$ cat src/hw/rtl/tss_pkg.sv
// Shared types and constants for the traffic signal sequencer.
// No dependencies; the modules and the testbench import this package.
package tss_pkg;

  // Fixed interval lengths, in seconds
  localparam int unsigned NS_WALK_SECS = 6;
  localparam int unsigned EW_WALK_SECS = 6;
  localparam int unsigned YELLOW_SECS  = 3;

  // Configuration bank geometry
  localparam int unsigned NUM_CFG   = 8;
  localparam int unsigned CFG_IDX_W = 3;
  localparam int unsigned SECS_W    = 8;
  localparam int unsigned COUNT_W   = 4;

  typedef logic [SECS_W-1:0] secs_t;
  typedef secs_t [NUM_CFG-1:0] cfg_bank_t;

  typedef enum logic [CFG_IDX_W-1:0] {
    CFG_DAY_NS_GREEN   = 3'd0,
    CFG_DAY_EW_GREEN   = 3'd1,
    CFG_DAY_NS_LEFT    = 3'd2,
    CFG_DAY_EW_LEFT    = 3'd3,
    CFG_NIGHT_NS_GREEN = 3'd4,
    CFG_NIGHT_EW_GREEN = 3'd5,
    CFG_NIGHT_NS_LEFT  = 3'd6,
    CFG_NIGHT_EW_LEFT  = 3'd7
  } cfg_idx_t;

  typedef enum logic [1:0] {
    LAMP_OFF    = 2'd0,
    LAMP_RED    = 2'd1,
    LAMP_GREEN  = 2'd2,
    LAMP_YELLOW = 2'd3
  } lamp_t;

  typedef enum logic [3:0] {
    PH_IDLE       = 4'd0,
    PH_NS_WALK    = 4'd1,
    PH_NS_GREEN   = 4'd2,
    PH_NS_YELLOW  = 4'd3,
    PH_EWL_GREEN  = 4'd4,
    PH_EWL_YELLOW = 4'd5,
    PH_EW_WALK    = 4'd6,
    PH_EW_GREEN   = 4'd7,
    PH_EW_YELLOW  = 4'd8,
    PH_NSL_GREEN  = 4'd9,
    PH_NSL_YELLOW = 4'd10
  } phase_t;

  // Switch levels of one tick
  typedef struct packed {
    logic ns_walk_request;
    logic ew_walk_request;
    logic ns_turn_request;
    logic ew_turn_request;
    logic daylight;
  } tick_req_t;

  // Lamp state of one second
  typedef struct packed {
    lamp_t              ns_lamp;
    lamp_t              ns_turn_lamp;
    lamp_t              ew_lamp;
    lamp_t              ew_turn_lamp;
    logic               walk_active;
    logic               walk_side;
    logic [COUNT_W-1:0] walk_countdown;
    logic               night_active;
    logic               cycle_end;
  } lamp_res_t;

  // Reset value of each configuration register
  function automatic secs_t cfg_reset_val(input cfg_idx_t idx);
    secs_t v;
    case (idx)
      CFG_DAY_NS_LEFT, CFG_DAY_EW_LEFT,
      CFG_NIGHT_NS_LEFT, CFG_NIGHT_EW_LEFT: v = secs_t'(6);
      default:                              v = secs_t'(8);
    endcase
    return v;
  endfunction

endpackage

$ cat src/hw/rtl/tss_tick_if.sv
// Tick channel: valid/ready handshake plus the switch levels of one second.
// Standalone interface, no package dependency.
interface tss_tick_if;
  logic valid;
  logic ready;
  logic ns_walk_request;
  logic ew_walk_request;
  logic ns_turn_request;
  logic ew_turn_request;
  logic daylight;

  modport source (
    output valid, ns_walk_request, ew_walk_request, ns_turn_request,
           ew_turn_request, daylight,
    input  ready
  );

  modport sink (
    input  valid, ns_walk_request, ew_walk_request, ns_turn_request,
           ew_turn_request, daylight,
    output ready
  );
endinterface

$ cat src/hw/rtl/tss_lamp_if.sv
// Lamp channel: valid/ready handshake plus the lamp state of one second.
// Standalone interface, no package dependency.
interface tss_lamp_if;
  logic       valid;
  logic       ready;
  logic [1:0] ns_lamp;
  logic [1:0] ns_turn_lamp;
  logic [1:0] ew_lamp;
  logic [1:0] ew_turn_lamp;
  logic       walk_active;
  logic       walk_side;
  logic [3:0] walk_countdown;
  logic       night_active;
  logic       cycle_end;

  modport source (
    output valid, ns_lamp, ns_turn_lamp, ew_lamp, ew_turn_lamp, walk_active,
           walk_side, walk_countdown, night_active, cycle_end,
    input  ready
  );

  modport sink (
    input  valid, ns_lamp, ns_turn_lamp, ew_lamp, ew_turn_lamp, walk_active,
           walk_side, walk_countdown, night_active, cycle_end,
    output ready
  );
endinterface

$ cat src/hw/rtl/traffic_signal_sequencer_unit.sv
// Top level of the four-approach traffic signal sequencer.
// Depends on tss_pkg, tss_tick_if, tss_lamp_if, tss_cfg_regs, tss_phase_seq, tss_out_buf.
//
//   channel   direction  beat contents
//   tick      in         switch levels of one second
//   lamps     out        lamp colours, walk status, cycle end of that second
//   cfg_*     in         write of one duration register
//
// One tick beat per clock while tick.ready is high; lamp beats are buffered in order.
// The phase machine and seconds counter update in the accepting cycle.
// A two-entry output buffer keeps ticks flowing while one lamp beat waits;
// tick.ready drops only when both entries are full.
// Synchronous reset puts the sequencer in its all-red idle second.
module traffic_signal_sequencer_unit
  import tss_pkg::*;
(
  input  logic                 clk,
  input  logic                 rst,
  tss_tick_if.sink             tick,
  tss_lamp_if.source           lamps,
  input  logic                 cfg_we,
  input  logic [CFG_IDX_W-1:0] cfg_index,
  input  logic [SECS_W-1:0]    cfg_data
);

  cfg_bank_t bank;
  tick_req_t req;
  lamp_res_t res;
  logic      space;
  logic      accept;

  assign tick.ready = space;
  assign accept     = tick.valid && space;

  assign req.ns_walk_request = tick.ns_walk_request;
  assign req.ew_walk_request = tick.ew_walk_request;
  assign req.ns_turn_request = tick.ns_turn_request;
  assign req.ew_turn_request = tick.ew_turn_request;
  assign req.daylight        = tick.daylight;

  tss_cfg_regs u_cfg (
    .clk       (clk),
    .rst       (rst),
    .cfg_we    (cfg_we),
    .cfg_index (cfg_index),
    .cfg_data  (cfg_data),
    .bank      (bank)
  );

  tss_phase_seq u_seq (
    .clk    (clk),
    .rst    (rst),
    .accept (accept),
    .req    (req),
    .bank   (bank),
    .res    (res)
  );

  tss_out_buf u_buf (
    .clk       (clk),
    .rst       (rst),
    .push      (accept),
    .push_data (res),
    .space     (space),
    .lamps     (lamps)
  );

endmodule

$ cat src/hw/rtl/tss_cfg_regs.sv
// Bank of eight green/left-turn duration registers with a plain write port.
// Depends on tss_pkg.
module tss_cfg_regs
  import tss_pkg::*;
(
  input  logic                 clk,
  input  logic                 rst,
  input  logic                 cfg_we,
  input  logic [CFG_IDX_W-1:0] cfg_index,
  input  logic [SECS_W-1:0]    cfg_data,
  output cfg_bank_t            bank
);

  // Register bank, loaded with defaults on reset
  always_ff @(posedge clk) begin
    if (rst) begin
      for (int i = 0; i < NUM_CFG; i++) begin
        bank[i] <= cfg_reset_val(cfg_idx_t'(i));
      end
    end else if (cfg_we) begin
      bank[cfg_index] <= cfg_data;
    end
  end

endmodule

$ cat src/hw/rtl/tss_phase_seq.sv
// Phase machine and seconds counter: one tick in, one lamp result out.
// Depends on tss_pkg; durations come from tss_cfg_regs.
module tss_phase_seq
  import tss_pkg::*;
(
  input  logic      clk,
  input  logic      rst,
  input  logic      accept,
  input  tick_req_t req,
  input  cfg_bank_t bank,
  output lamp_res_t res
);

  phase_t phase, phase_next;
  secs_t  seconds_left, seconds_left_next;
  logic   night_latched, night_latched_next;

  logic   last;
  logic   cycle_done;
  secs_t  len;
  secs_t  secs_less1;

  // State registers, advanced once per accepted tick
  always_ff @(posedge clk) begin
    if (rst) begin
      phase         <= PH_IDLE;
      seconds_left  <= '0;
      night_latched <= 1'b0;
    end else if (accept) begin
      phase         <= phase_next;
      seconds_left  <= seconds_left_next;
      night_latched <= night_latched_next;
    end
  end

  assign last       = (seconds_left <= secs_t'(1));
  assign secs_less1 = seconds_left - secs_t'(1);

  // Lamp decode of the current phase
  always_comb begin
    res                = '0;
    res.ns_lamp        = LAMP_RED;
    res.ns_turn_lamp   = LAMP_RED;
    res.ew_lamp        = LAMP_RED;
    res.ew_turn_lamp   = LAMP_RED;
    res.night_active   = night_latched;
    case (phase)
      PH_NS_WALK: begin
        res.walk_active = 1'b1;
        res.ns_lamp     = LAMP_GREEN;
      end
      PH_NS_GREEN:   res.ns_lamp      = LAMP_GREEN;
      PH_NS_YELLOW:  res.ns_lamp      = LAMP_YELLOW;
      PH_EWL_GREEN:  res.ew_turn_lamp = LAMP_GREEN;
      PH_EWL_YELLOW: res.ew_turn_lamp = LAMP_YELLOW;
      PH_EW_WALK: begin
        res.walk_active = 1'b1;
        res.walk_side   = 1'b1;
        res.ew_lamp     = LAMP_GREEN;
      end
      PH_EW_GREEN:   res.ew_lamp      = LAMP_GREEN;
      PH_EW_YELLOW:  res.ew_lamp      = LAMP_YELLOW;
      PH_NSL_GREEN:  res.ns_turn_lamp = LAMP_GREEN;
      PH_NSL_YELLOW: res.ns_turn_lamp = LAMP_YELLOW;
      default: ;
    endcase
    if (res.walk_active && !last) begin
      res.walk_countdown = secs_less1[COUNT_W-1:0];
    end
    res.cycle_end = cycle_done;
  end

  // Next phase and its length on the last second of a phase
  always_comb begin
    phase_next         = phase;
    night_latched_next = night_latched;
    len                = secs_t'(1);
    cycle_done         = 1'b0;
    case (phase)
      PH_NS_WALK: begin
        phase_next = PH_NS_GREEN;
        len = night_latched ? bank[CFG_NIGHT_NS_GREEN] : bank[CFG_DAY_NS_GREEN];
      end
      PH_NS_GREEN: begin
        phase_next = PH_NS_YELLOW;
        len        = secs_t'(YELLOW_SECS);
      end
      PH_NS_YELLOW, PH_EWL_YELLOW: begin
        if (phase == PH_NS_YELLOW && req.ew_turn_request) begin
          phase_next = PH_EWL_GREEN;
          len = night_latched ? bank[CFG_NIGHT_EW_LEFT] : bank[CFG_DAY_EW_LEFT];
        end else if (!night_latched && req.ew_walk_request) begin
          phase_next = PH_EW_WALK;
          len        = secs_t'(EW_WALK_SECS);
        end else begin
          phase_next = PH_EW_GREEN;
          len = night_latched ? bank[CFG_NIGHT_EW_GREEN] : bank[CFG_DAY_EW_GREEN];
        end
      end
      PH_EWL_GREEN, PH_EW_GREEN, PH_NSL_GREEN: begin
        phase_next = (phase == PH_EWL_GREEN) ? PH_EWL_YELLOW :
                     (phase == PH_EW_GREEN)  ? PH_EW_YELLOW  : PH_NSL_YELLOW;
        len        = secs_t'(YELLOW_SECS);
      end
      PH_EW_WALK: begin
        phase_next = PH_EW_GREEN;
        len = night_latched ? bank[CFG_NIGHT_EW_GREEN] : bank[CFG_DAY_EW_GREEN];
      end
      default: begin
        // idle, yellow ends of the cycle, and unused codes
        if (phase == PH_EW_YELLOW && req.ns_turn_request) begin
          phase_next = PH_NSL_GREEN;
          len = night_latched ? bank[CFG_NIGHT_NS_LEFT] : bank[CFG_DAY_NS_LEFT];
        end else begin
          cycle_done         = (phase == PH_EW_YELLOW) || (phase == PH_NSL_YELLOW);
          night_latched_next = !req.daylight;
          if (req.daylight && req.ns_walk_request) begin
            phase_next = PH_NS_WALK;
            len        = secs_t'(NS_WALK_SECS);
          end else begin
            phase_next = PH_NS_GREEN;
            len = req.daylight ? bank[CFG_DAY_NS_GREEN] : bank[CFG_NIGHT_NS_GREEN];
          end
        end
      end
    endcase

    // mid-phase seconds just count down
    if (!last) begin
      phase_next         = phase;
      night_latched_next = night_latched;
      cycle_done         = 1'b0;
      seconds_left_next  = secs_less1;
    end else begin
      seconds_left_next  = (len == '0) ? secs_t'(1) : len;
    end
  end

endmodule

$ cat src/hw/rtl/tss_out_buf.sv
// Two-entry result buffer between the phase machine and the lamp channel.
// Depends on tss_pkg and tss_lamp_if.
module tss_out_buf
  import tss_pkg::*;
(
  input  logic      clk,
  input  logic      rst,
  input  logic      push,
  input  lamp_res_t push_data,
  output logic      space,
  tss_lamp_if.source lamps
);

  lamp_res_t head, tail;
  logic      head_valid, tail_valid;
  logic      pop;

  assign pop   = head_valid && lamps.ready;
  assign space = !tail_valid;

  // Occupancy flags
  always_ff @(posedge clk) begin
    if (rst) begin
      head_valid <= 1'b0;
      tail_valid <= 1'b0;
    end else begin
      case ({push, pop})
        2'b10: begin
          if (head_valid) tail_valid <= 1'b1;
          else            head_valid <= 1'b1;
        end
        2'b01: begin
          if (tail_valid) tail_valid <= 1'b0;
          else            head_valid <= 1'b0;
        end
        default: ;
      endcase
    end
  end

  // Beat payload storage
  always_ff @(posedge clk) begin
    case ({push, pop})
      2'b10: begin
        if (head_valid) tail <= push_data;
        else            head <= push_data;
      end
      2'b01: begin
        if (tail_valid) head <= tail;
      end
      2'b11: begin
        if (tail_valid) begin
          head <= tail;
          tail <= push_data;
        end else begin
          head <= push_data;
        end
      end
      default: ;
    endcase
  end

  assign lamps.valid          = head_valid;
  assign lamps.ns_lamp        = head.ns_lamp;
  assign lamps.ns_turn_lamp   = head.ns_turn_lamp;
  assign lamps.ew_lamp        = head.ew_lamp;
  assign lamps.ew_turn_lamp   = head.ew_turn_lamp;
  assign lamps.walk_active    = head.walk_active;
  assign lamps.walk_side      = head.walk_side;
  assign lamps.walk_countdown = head.walk_countdown;
  assign lamps.night_active   = head.night_active;
  assign lamps.cycle_end      = head.cycle_end;

endmodule

$ cat src/flat_wrapper.sv
// flat-port wrapper written by rule: the top's interface ports become plain ports
module traffic_signal_sequencer_unit_flat import tss_pkg::*;
  (clk, rst, cfg_we, cfg_index, cfg_data, tick_valid, tick_ns_walk_request, tick_ew_walk_request, tick_ns_turn_request, tick_ew_turn_request, tick_daylight, tick_ready, lamps_valid, lamps_ns_lamp, lamps_ns_turn_lamp, lamps_ew_lamp, lamps_ew_turn_lamp, lamps_walk_active, lamps_walk_side, lamps_walk_countdown, lamps_night_active, lamps_cycle_end, lamps_ready);
  tss_tick_if tick_i ();
  tss_lamp_if lamps_i ();
  input  logic clk;
  input  logic rst;
  input  logic cfg_we;
  input  logic [CFG_IDX_W-1:0] cfg_index;
  input  logic [SECS_W-1:0] cfg_data;
  input wire logic [$bits(tick_i.valid)-1:0] tick_valid;
  input wire logic [$bits(tick_i.ns_walk_request)-1:0] tick_ns_walk_request;
  input wire logic [$bits(tick_i.ew_walk_request)-1:0] tick_ew_walk_request;
  input wire logic [$bits(tick_i.ns_turn_request)-1:0] tick_ns_turn_request;
  input wire logic [$bits(tick_i.ew_turn_request)-1:0] tick_ew_turn_request;
  input wire logic [$bits(tick_i.daylight)-1:0] tick_daylight;
  output wire logic [$bits(tick_i.ready)-1:0] tick_ready;
  output wire logic [$bits(lamps_i.valid)-1:0] lamps_valid;
  output wire logic [$bits(lamps_i.ns_lamp)-1:0] lamps_ns_lamp;
  output wire logic [$bits(lamps_i.ns_turn_lamp)-1:0] lamps_ns_turn_lamp;
  output wire logic [$bits(lamps_i.ew_lamp)-1:0] lamps_ew_lamp;
  output wire logic [$bits(lamps_i.ew_turn_lamp)-1:0] lamps_ew_turn_lamp;
  output wire logic [$bits(lamps_i.walk_active)-1:0] lamps_walk_active;
  output wire logic [$bits(lamps_i.walk_side)-1:0] lamps_walk_side;
  output wire logic [$bits(lamps_i.walk_countdown)-1:0] lamps_walk_countdown;
  output wire logic [$bits(lamps_i.night_active)-1:0] lamps_night_active;
  output wire logic [$bits(lamps_i.cycle_end)-1:0] lamps_cycle_end;
  input wire logic [$bits(lamps_i.ready)-1:0] lamps_ready;
  assign tick_i.valid = tick_valid;
  assign tick_i.ns_walk_request = tick_ns_walk_request;
  assign tick_i.ew_walk_request = tick_ew_walk_request;
  assign tick_i.ns_turn_request = tick_ns_turn_request;
  assign tick_i.ew_turn_request = tick_ew_turn_request;
  assign tick_i.daylight = tick_daylight;
  assign tick_ready = tick_i.ready;
  assign lamps_valid = lamps_i.valid;
  assign lamps_ns_lamp = lamps_i.ns_lamp;
  assign lamps_ns_turn_lamp = lamps_i.ns_turn_lamp;
  assign lamps_ew_lamp = lamps_i.ew_lamp;
  assign lamps_ew_turn_lamp = lamps_i.ew_turn_lamp;
  assign lamps_walk_active = lamps_i.walk_active;
  assign lamps_walk_side = lamps_i.walk_side;
  assign lamps_walk_countdown = lamps_i.walk_countdown;
  assign lamps_night_active = lamps_i.night_active;
  assign lamps_cycle_end = lamps_i.cycle_end;
  assign lamps_i.ready = lamps_ready;
  traffic_signal_sequencer_unit u_core (.clk(clk), .rst(rst), .tick(tick_i), .lamps(lamps_i), .cfg_we(cfg_we), .cfg_index(cfg_index), .cfg_data(cfg_data));
endmodule
$ cat config.mk
export PLATFORM = sky130hd
export DESIGN_NAME = traffic_signal_sequencer_unit_flat
export DESIGN_NICKNAME = d
export VERILOG_FILES = /design/src/hw/rtl/tss_pkg.sv /design/src/hw/rtl/tss_tick_if.sv /design/src/hw/rtl/tss_lamp_if.sv /design/src/hw/rtl/traffic_signal_sequencer_unit.sv /design/src/hw/rtl/tss_cfg_regs.sv /design/src/hw/rtl/tss_phase_seq.sv /design/src/hw/rtl/tss_out_buf.sv /design/src/flat_wrapper.sv
export SDC_FILE = /design/constraint.sdc
export NUM_CORES = 1
export LEC_CHECK = 0
export ABC_AREA = 1
export BUFFER_PORTS_ARGS = -buffer_cell sky130_fd_sc_hd__buf_2
export CELL_PAD_IN_SITES_DETAIL_PLACEMENT = 0
export CELL_PAD_IN_SITES_GLOBAL_PLACEMENT = 1
export CORE_MARGIN = 10
export CORE_UTILIZATION = 44
export DETAILED_ROUTE_END_ITERATION = 6
export HOLD_SLACK_MARGIN = 0.08
export PLACE_DENSITY_LB_ADDON = 0.3
export SETUP_SLACK_MARGIN = 0.3
export SLEW_MARGIN = 10
export SYNTH_ARGS = -nofsm -noshare
export SYNTH_HDL_FRONTEND = slang
export SYNTH_SLANG_ARGS = --single-unit
$ cat constraint.sdc
create_clock -name clk -period 2.4 [get_ports clk]
set_input_delay 0.48 -clock clk [delete_from_list [all_inputs] [get_ports clk]]
set_output_delay 0.48 -clock clk [all_outputs]
set_load 0.05 [all_outputs]
==> metrics <==
clock buffer depth=2; EDFF count, synth=32; post-synthesis sequential area ratio=46.7%; Post-DRT Antenna Nets=0; Iter 0 DRT Violations=324; crit path cell chain=inv_1 -> ha_1 -> o2111ai_1 -> buf_4 -> nand2_1 -> nor2_1 -> nand2_1 -> nand2_1; first drt pass iteration count=6; dpl cells=970; f_max=525 MHz; relative max-transition margin=66.7%; initial core utilization=45.1%; CTS Sinks=111; number of global-route vias before repair=4,809; WP data required=2.63 ns; CTS tree=yes; CP most frequent cell=nand2_1; grt total ovfl=0; via/cell ratio=5.09; most frequent cells in the layout=nand2_1, nor2_1, o21ai_0; Die Width=131 um; global-route wire length before repair=23,900 um; core area=12,100 um^2; most common cell after layout, fill and taps aside=nand2_1; CP arrival=2.14 ns; fraction of layout cells with a size suffix above 1=11.1%; Post-CTS Hold Buffers=0; run status=finished clean; final worst-path cycle share=79.3%; fin. max-slew vios=0; gpl congestion=0.886; DRC Markers=0; CTS resizes=0; Avg Cell Area, Syn=6.97 um^2; number of I/O port buffers=38; Non-Filler Instances=987; Routed WL=14,600 um; Avg WL per Cell=14.8 um; Crit Path Max Fanout=5; HP Class=input pin to register; cts bufs inserted=9; initial antenna violation count=1; Total Power=5.81 mW; clk_lat worst skew=0.36 ns; Setup TNS=0 ns; placed inst area=5860 um^2; Most used DFF post-synth=dfxtp_1; DP HPWL=10,800 um; P per Cell Area=935 nW/um^2; Slowest-stage cell, CP=o2111ai_1; pin count of the biggest net entering global routing=64; Max Cap Viol=0; Setup CP Type=register to register; Hold WS=0.453 ns; critical path's largest stage delay=0.42 ns; Core Util, Final=51.5%; Place WS=0.420 ns; syn_nets=803; vias after detailed routing=5,020; num rows=40; Post-CTS Setup Bufs=0; clock root cell=clkbuf_16; yosys warns=0; fin crit period=1.90 ns; fraction of registers with async set or reset after synthesis=0%; VDD IR max=0.000335 V; Synth Cell Area=5440 um^2; Worst-path clk slew=0.07 ns; Cells after Synth=780; # setup viols final=0; Synth cell types=31; Die Span Y=131 um; H-tree lvl count=3; Critical Path Source Type=register; Worst-Margin Slew=0.498 ns; die area=17,200 um^2; fin worst setup slack=0.497 ns; final hold violation count=0; Clock Skew=0.00741 ns; cell area after layout=6220 um^2; RSZ-0062 raised after global routing=true; Final #Nets=836; I/O pins=39; layout overhead on the synthesized area=14.3%; Pleak=2.74 nW; total track usage=16.8%; crit end category=register; Seq cells post-synth=111
-- worst max-delay path, delay by kind of cell, from the launching register on --
family | cells | cell delay (ns)
buf+inv | 2 | 0.32
fa+ha+maj | 1 | 0.26
flops | 1 | 0.41
simple gates | 4 | 0.36
compound gates | 1 | 0.42
-- logic make-up (layout without fill, tap and decap cells) --
logic type | after synthesis | after routing | share of synthesized area [%]
compound gates | 147 | 147 | 14.3
xor+xnor | 5 | 5 | 0.805
fa+ha+maj | 2 | 2 | 0.460
buf+inv | 95 | 133 | 6.78
flops | 111 | 111 | 46.7
other cells | 0 | 1 | 0
simple gates | 420 | 420 | 30.9
-- final timing paths --
kind	slack [ns]	startpoint	to	depth (start not counted)
max	0.50	u_core.u_seq.seconds_left[0]	u_core.u_buf.lamps.walk_countdown[0]	8
min	0.45	rst	u_core.u_seq.seconds_left[4]	2
min reg2reg	0.46	u_core.u_cfg.bank[24]	u_core.u_cfg.bank[24]	2
max reg2reg	0.50	u_core.u_seq.seconds_left[0]	u_core.u_buf.lamps.walk_countdown[0]	8
-- cell type report --
class	instances	area [um^2]
Sequential cell	111	2540
Fill cell	1226	5840
Inverter	65	245
Antenna cell	1	2.50
Multi-Input combinational cell	574	2550
Tap cell	168	210
Clock buffer	9	225
Clock inverter	7	121
Timing Repair Buffer	52	320
-- registers in the layout (all words and copies together) (netlist names) --
register	flops
u_core.u_buf.lamps.cycle_end	1
u_core.u_buf.lamps.ew_lamp	2
u_core.u_buf.lamps.ew_turn_lamp	2
u_core.u_buf.lamps.night_active	1
u_core.u_buf.lamps.ns_lamp	2
u_core.u_buf.lamps.ns_turn_lamp	2
u_core.u_buf.lamps.valid	1
u_core.u_buf.lamps.walk_active	1
u_core.u_buf.lamps.walk_countdown	4
u_core.u_buf.lamps.walk_side	1
u_core.u_buf.tail	16
u_core.u_buf.tail_valid	1
u_core.u_cfg.bank	64
u_core.u_seq.night_latched	1
u_core.u_seq.phase	4
u_core.u_seq.seconds_left	8
-- cells in the mapped netlist (2+ instances only) --
master | count | area share, %
clkinv_1 | 5 | 0.35
dfxtp_1 | 79 | 29
ha_1 | 2 | 0.46
nand2_2 | 2 | 0.23
nor2_4 | 2 | 0.41
inv_1 | 56 | 3.9
xnor2_1 | 3 | 0.48
inv_2 | 3 | 0.21
nor2_2 | 4 | 0.46
buf_1 | 6 | 0.41
o31ai_1 | 2 | 0.28
a31oi_1 | 6 | 0.69
a221oi_1 | 2 | 0.32
clkbuf_1 | 15 | 1.0
nand3_1 | 39 | 3.6
a21oi_1 | 37 | 3.4
edfxtp_1 | 32 | 18
nor2_1 | 138 | 9.5
o211ai_1 | 4 | 0.55
o21ai_0 | 92 | 8.5
nand2_1 | 229 | 16
xor2_1 | 2 | 0.32
buf_2 | 9 | 0.83
a21boi_0 | 3 | 0.41
nor3_1 | 2 | 0.18
-- report_power, final --
part	total, mW	internal (mW)	switching (mW)
registers	2.24	2.12	0.120
logic	1.86	0.565	1.29
clock network	1.72	1.02	0.695
-- routing by layer --
layer / GRT usage, % / part of all wire [%]
met5: 0 / 0
met4: 7.19 / 2.0
met3: 3.16 / 4.3
met2: 27.4 / 47
met1: 21.1 / 47
(Power assumes the default switching activity.)
